## src/hdl/lbfn_pkg.sv

```systemverilog
// Package for the Lorentzian bank flicker noise core.
// Field widths, parameter defaults, and the pipeline control struct.
// No dependencies.
package lbfn_pkg;

    localparam int GENERATORS_DEF = 64;
    localparam int SECTIONS_DEF   = 16;

    localparam int GEN_W   = 6;
    localparam int SEC_W   = 4;
    localparam int DECAY_W = 16;
    localparam int GAIN_W  = 24;
    localparam int NOISE_W = 16;
    localparam int VAL_W   = 32;
    localparam int SUM_W   = 40;
    localparam int CFG_W   = 5;

    localparam logic [CFG_W-1:0] CFG_RESET = 5'd16;

    typedef struct packed {
        logic             valid;
        logic             first;
        logic             last;
        logic [GEN_W-1:0] gen;
    } stage_ctl_t;

endpackage

```

## src/hdl/lbfn_if.sv

```systemverilog


interface lbfn_out_if;
    import lbfn_pkg::*;

    logic                    valid;
    logic                    ready;
    logic [GEN_W-1:0]        generator_out;
    logic signed [SUM_W-1:0] flicker_sample;

    modport source (output valid, generator_out, flicker_sample, input ready);
    modport sink   (input valid, generator_out, flicker_sample, output ready);
endinterface

```

## src/hdl/lbfn_accum.sv

```systemverilog
// Running sum over one generator's sections and the result output register.
// Produces the pipeline advance enable from output back-pressure.
// Depends on lbfn_pkg and lbfn_out_if.
module lbfn_accum (
    input  logic                              clk,
    input  logic                              rst_n,
    input  lbfn_pkg::stage_ctl_t              s3_ctl,
    input  logic signed [lbfn_pkg::VAL_W-1:0] s3_val,
    output logic                              advance,
    lbfn_out_if.source                        results
);
    import lbfn_pkg::*;

    logic signed [SUM_W-1:0] sum_reg;
    logic signed [SUM_W-1:0] sum_next;
    logic signed [SUM_W:0]   sum_wide;
    logic signed [SUM_W-1:0] val_ext;
    logic                    out_valid_reg;
    logic [GEN_W-1:0]        out_gen_reg;
    logic signed [SUM_W-1:0] out_sample_reg;

    assign val_ext  = SUM_W'(s3_val);
    assign sum_wide = {sum_reg[SUM_W-1], sum_reg} + {val_ext[SUM_W-1], val_ext};

    always_comb
    begin
        if (s3_ctl.first)
        begin
            sum_next = val_ext;
        end
        else if (sum_wide[SUM_W] == sum_wide[SUM_W-1])
        begin
            sum_next = sum_wide[SUM_W-1:0];
        end
        else if (sum_wide[SUM_W])
        begin
            sum_next = {1'b1, {(SUM_W-1){1'b0}}};
        end
        else
        begin
            sum_next = {1'b0, {(SUM_W-1){1'b1}}};
        end
    end

    assign advance = !out_valid_reg || results.ready;

    always_ff @(posedge clk or negedge rst_n)
    begin
        if (!rst_n)
        begin
            sum_reg       <= '0;
            out_valid_reg <= 1'b0;
        end
        else if (advance)
        begin
            out_valid_reg <= s3_ctl.valid && s3_ctl.last;
            if (s3_ctl.valid)
            begin
                sum_reg <= s3_ctl.last ? '0 : sum_next;
            end
        end
    end

    always_ff @(posedge clk)
    begin
        if (advance && s3_ctl.valid && s3_ctl.last)
        begin
            out_gen_reg    <= s3_ctl.gen;
            out_sample_reg <= sum_next;
        end
    end

    assign results.valid          = out_valid_reg;
    assign results.generator_out  = out_gen_reg;
    assign results.flicker_sample = out_sample_reg;

endmodule

```

## src/flat_wrapper.sv

```systemverilog
// flat-port wrapper written by rule: the top's interface ports become plain ports
module lbfn_accum_flat import lbfn_pkg::*;
  (clk, rst_n, s3_ctl, s3_val, advance, results_valid, results_generator_out, results_flicker_sample, results_ready);
  lbfn_out_if results_i ();
  input  logic clk;
  input  logic rst_n;
  input  lbfn_pkg::stage_ctl_t s3_ctl;
  input  logic signed [lbfn_pkg::VAL_W-1:0] s3_val;
  output logic advance;
  output wire logic [$bits(results_i.valid)-1:0] results_valid;
  output wire logic [$bits(results_i.generator_out)-1:0] results_generator_out;
  output wire logic [$bits(results_i.flicker_sample)-1:0] results_flicker_sample;
  input wire logic [$bits(results_i.ready)-1:0] results_ready;
  assign results_valid = results_i.valid;
  assign results_generator_out = results_i.generator_out;
  assign results_flicker_sample = results_i.flicker_sample;
  assign results_i.ready = results_ready;
  lbfn_accum u_core (.clk(clk), .rst_n(rst_n), .s3_ctl(s3_ctl), .s3_val(s3_val), .advance(advance), .results(results_i));
endmodule
```

## config.mk

```make
export PLATFORM = sky130hd
export DESIGN_NAME = lbfn_accum_flat
export DESIGN_NICKNAME = d
export VERILOG_FILES = /design/src/hdl/lbfn_pkg.sv /design/src/hdl/lbfn_if.sv /design/src/hdl/lbfn_accum.sv /design/src/flat_wrapper.sv
export SDC_FILE = /design/constraint.sdc
export NUM_CORES = 1
export LEC_CHECK = 0
export BUFFER_PORTS_ARGS = -buffer_cell sky130_fd_sc_hd__buf_2
export CAP_MARGIN = 20
export CORE_ASPECT_RATIO = 0.8
export CORE_MARGIN = 8
export CORE_UTILIZATION = 50
export CTS_CLUSTER_SIZE = 24
export DETAILED_ROUTE_END_ITERATION = 7
export GPL_ROUTABILITY_DRIVEN = 0
export PLACE_DENSITY = 0.71
export SLEW_MARGIN = 20
export SYNTH_ARGS = -nofsm -noshare
export SYNTH_HDL_FRONTEND = slang
export SYNTH_SLANG_ARGS = --single-unit
```

## constraint.sdc

```tcl
create_clock -name clk -period 4.2 [get_ports clk]
set_input_delay 0.84 -clock clk [delete_from_list [all_inputs] [get_ports clk]]
set_output_delay 0.84 -clock clk [all_outputs]
set_load 0.02 [all_outputs]
```

==> flow_summary.toml <==
[grt]
grt_util_all_layers_pct = 20.6
grt_pass1_wl_mm = 25.5
grt_pass1_vias = 5089
antenna_found_initial = 0
grt_max_degree = 47
grt.overflow.total = 0

[power]
cell_internal_pwr_uw = 2120
power.density_nw_per_um2 = 496
total_leakage_power_uw = 0.00304
ir_drop_v = 0.000217
pwr-share-seq_pct = 32.7
p_sw_share_pct = 37.2
pwr-share-clk_pct = 24.5
netSwitchingPower_uw = 1250
p_comb_share_pct = 42.8

[sta]
setup_tns_ns = 0
hold_viol = 0
slew_violations = 0
period_share_pct = 91.2
skew_ns = 0.00953
rsz0062_at_grt = "false"
tightest_slew_ns = 0.974
finalSetupViolCount = 0
finalCriticalPeriod_ns = 3.83
slew_headroom_pct = 35.0
max_freq_mhz = 261

[floorplanning]
dieArea_um2 = 15300
start_util_pct = 50.8
die_y_um = 112
die_w_um = 137
ios = 92
core_region_area_um2 = 11400
row_count = 35

[clock_network]
clock_path_buffers = 2
cts_tree = "yes"
cts_resized = 0
post_cts_buffers = 0
numCtsBuffers = 9
clk_pin_slew_ns = 0.06
cts.sinks = 87
cts_root_buf = "clkbuf_16"
clkLatencyLatePin_ns = 0.34
hold_buffers = 0
cts_max_level = 3

[placement]
place_inst = 825
port_buffers = 91
place_hpwl_mm = 11.3

[worst_setup_path]
cp_max_fo = 6
crit_path_end_kind = "flop"
critPathKind = "primary input to flop"
crit_family = "compound AO/OA/AOI/OAI gates"
timing.critical_path.cells = "buf_2, ha_1, o21ai_0, a2111oi_0, buf_4, a22oi_1, o21ai_1, a21oi_1, o221ai_1, a21oi_1, xnor2_1, o21ai_0, nand2_1"
reg2reg_from = "u_core.sum_reg[6]$_DFFE_PN0P_"
critPathMaxStageDelay_ns = 0.53
crit_buf_inv = 2
crit_slowest_cell = "a2111oi_0"
worst_setup_path_start_kind = "primary input"
reg2reg_slack_ns = 0.58
rr_worst_depth = 12
arrival_ns = 3.92
timing.rr.end = "u_core.results.flicker_sample[28]$_DFFE_PP_"
worstPathRequired_ns = 4.29

[yosys]
synthCells = 591
synth_cell_types = 69
synth_top_area_share_pct = 23.8
ys_warn_count = 0
syn-cell-area_um2 = 5810
synth-edff-count = 46
syn_area_per_cell_um2 = 9.83
seq_area_frac_synth_pct = 41.4
ys_seq_elements = 87
yosysTopAreaCell = "edfxtp_1"
syn-num-nets = 676
yosys_most_used_dff = "edfxtp_1"
async_flop_share_pct = 47.1
synth_area_leaders = "edfxtp_1 (24%), dfrtp_1 (18%), ha_1 (8.6%)"

[detailed_routing]
routedWlPerCell_um = 18.5
avgViaCountPerCell = 6.08
drtAntennaViolNets = 0
drc_errors = 0
drt_pass1_iterations = 5
routed_wirelength_mm = 15.6
vias = 5113
drtIter0Drc = 478

[final_layout]
num-fill-cells = 983
final_nets = 773
antenna-diode-count = 0
syn_to_final_growth_pct = 17.2
final_cells = 841
drive_gt1_share_pct = 23.2

[outcome]
status = "finished, final reports clean"

[run]
maxCapViolCount = 0

[hold_path]
holdCritPathClass = "primary input to async pin"
==> worst max-delay path by stage <==
| stage | from | to | slack (ns) | cells after the start |
|---|---|---|---|---|
| finish | s3_val[7] | u_core.results.flicker_sample[28]$_DFFE_PP_ | 0.37 | 13 |
| global route | s3_val[7] | u_core.results.flicker_sample[33]$_DFFE_PP_ | 0.22 | 12 |
| CTS | s3_val[7] | u_core.results.flicker_sample[38]$_DFFE_PP_ | 0.44 | 12 |
| detailed placement | s3_val[7] | u_core.results.flicker_sample[33]$_DFFE_PP_ | 0.09 | 12 |
| global placement | s3_val[6] | u_core.results.flicker_sample[28]$_DFFE_PP_ | 0.19 | 13 |
| floorplan | s3_val[10] | u_core.sum_reg[10]$_DFFE_PN0P_ | 0.51 | 13 |
==> area by class of cell <==
cell class	instances	area, um2	area share, %
well taps	148	185	2.72
clock inverters	4	55.1	0.809
multi-input cells	464	3230	47.4
repair buffers	111	621	9.12
inverters	15	56.3	0.827
clock buffers	12	256	3.77
flip-flops and latches	87	2410	35.4
==> Yosys cell counts, drive strengths merged, types with 2 or more instances <==
library cell  instances
buf                   7
xor2                 13
a22o                 30
a21oi                54
o21bai               10
a2111oi               3
nor3                  7
nand4                 9
o31ai                 5
mux2                  2
edfxtp               46
and2                  2
o21a                  6
and3                  3
nand4b                2
o21ba                 3
xnor2                23
clkbuf               18
o211ai                5
ha                   40
nor2b                 3
a211oi                3
or3                   3
o21ai                48
a21o                  8
nand2b                6
nor2                 46
dfrtp                41
a2bb2oi              16
nand2                75
or2                   3
inv                  14
nand3                 4
a22oi                 2
a31oi                 7
o41ai                 2
a21boi                3
==> kinds of logic after synthesis <==
kind of cell,after synthesis,share of synthesized area [%]
simple gates,168,13.3
flops,87,41.4
fa+ha+maj,41,8.96
buf+inv,40,3.04
xor+xnor,36,5.43
mux,2,0.517
compound gates,217,27.3
==> per-layer routing <==
metal | track usage, % | up-vias | wire length [um]
li1 | - | 2412 | -
met3 | 5.49 | 18 | 1410
met4 | 6.36 | 0 | 245
met1 | 28.8 | 2448 | 7260
met2 | 30.1 | 235 | 6690
met5 | 0 | - | 0
==> metrics by stage <==
step / utilization (%) / hold slack [ns] / total power, uW / setup WS, ns / instance area (um2)
2_1_floorplan: - / 0.454 / 2160 / 0.513 / 5810
3_3_place_gp: 56.8 / 0.479 / 2500 / 0.193 / 6490
3_5_place_dp: 56.8 / 0.479 / 2530 / 0.0882 / 6490
4_1_cts: 59.5 / 0.493 / 3370 / 0.442 / 6810
5_1_grt: 59.6 / 0.520 / 3570 / 0.223 / 6810
6_report: 59.6 / 0.494 / 3380 / 0.369 / 6810
==> power groups by stage <==
stage	registers, uW	logic, uW	clock network, uW
2_1_floorplan	1150	1010	0
3_3_place_gp	1110	1390	0
3_5_place_dp	1120	1410	0
4_1_cts	1100	1420	843
5_1_grt	1120	1580	878
6_report	1100	1440	828
==> layout by cell type (no fill, tap or decap), types with 13 or more instances in the layout <==
| cell type | n |
|---|---|
| nand2_1 | 74 |
| inv_1 | 13 |
| a22o_1 | 30 |
| edfxtp_1 | 46 |
| dfrtp_1 | 41 |
| buf_2 | 90 |
| a21oi_1 | 54 |
| buf_4 | 20 |
| nor2_1 | 44 |
| xnor2_1 | 23 |
| ha_1 | 40 |
| xor2_1 | 13 |
| o21ai_0 | 31 |
No activity file was read; power rests on OpenSTA's default activity.
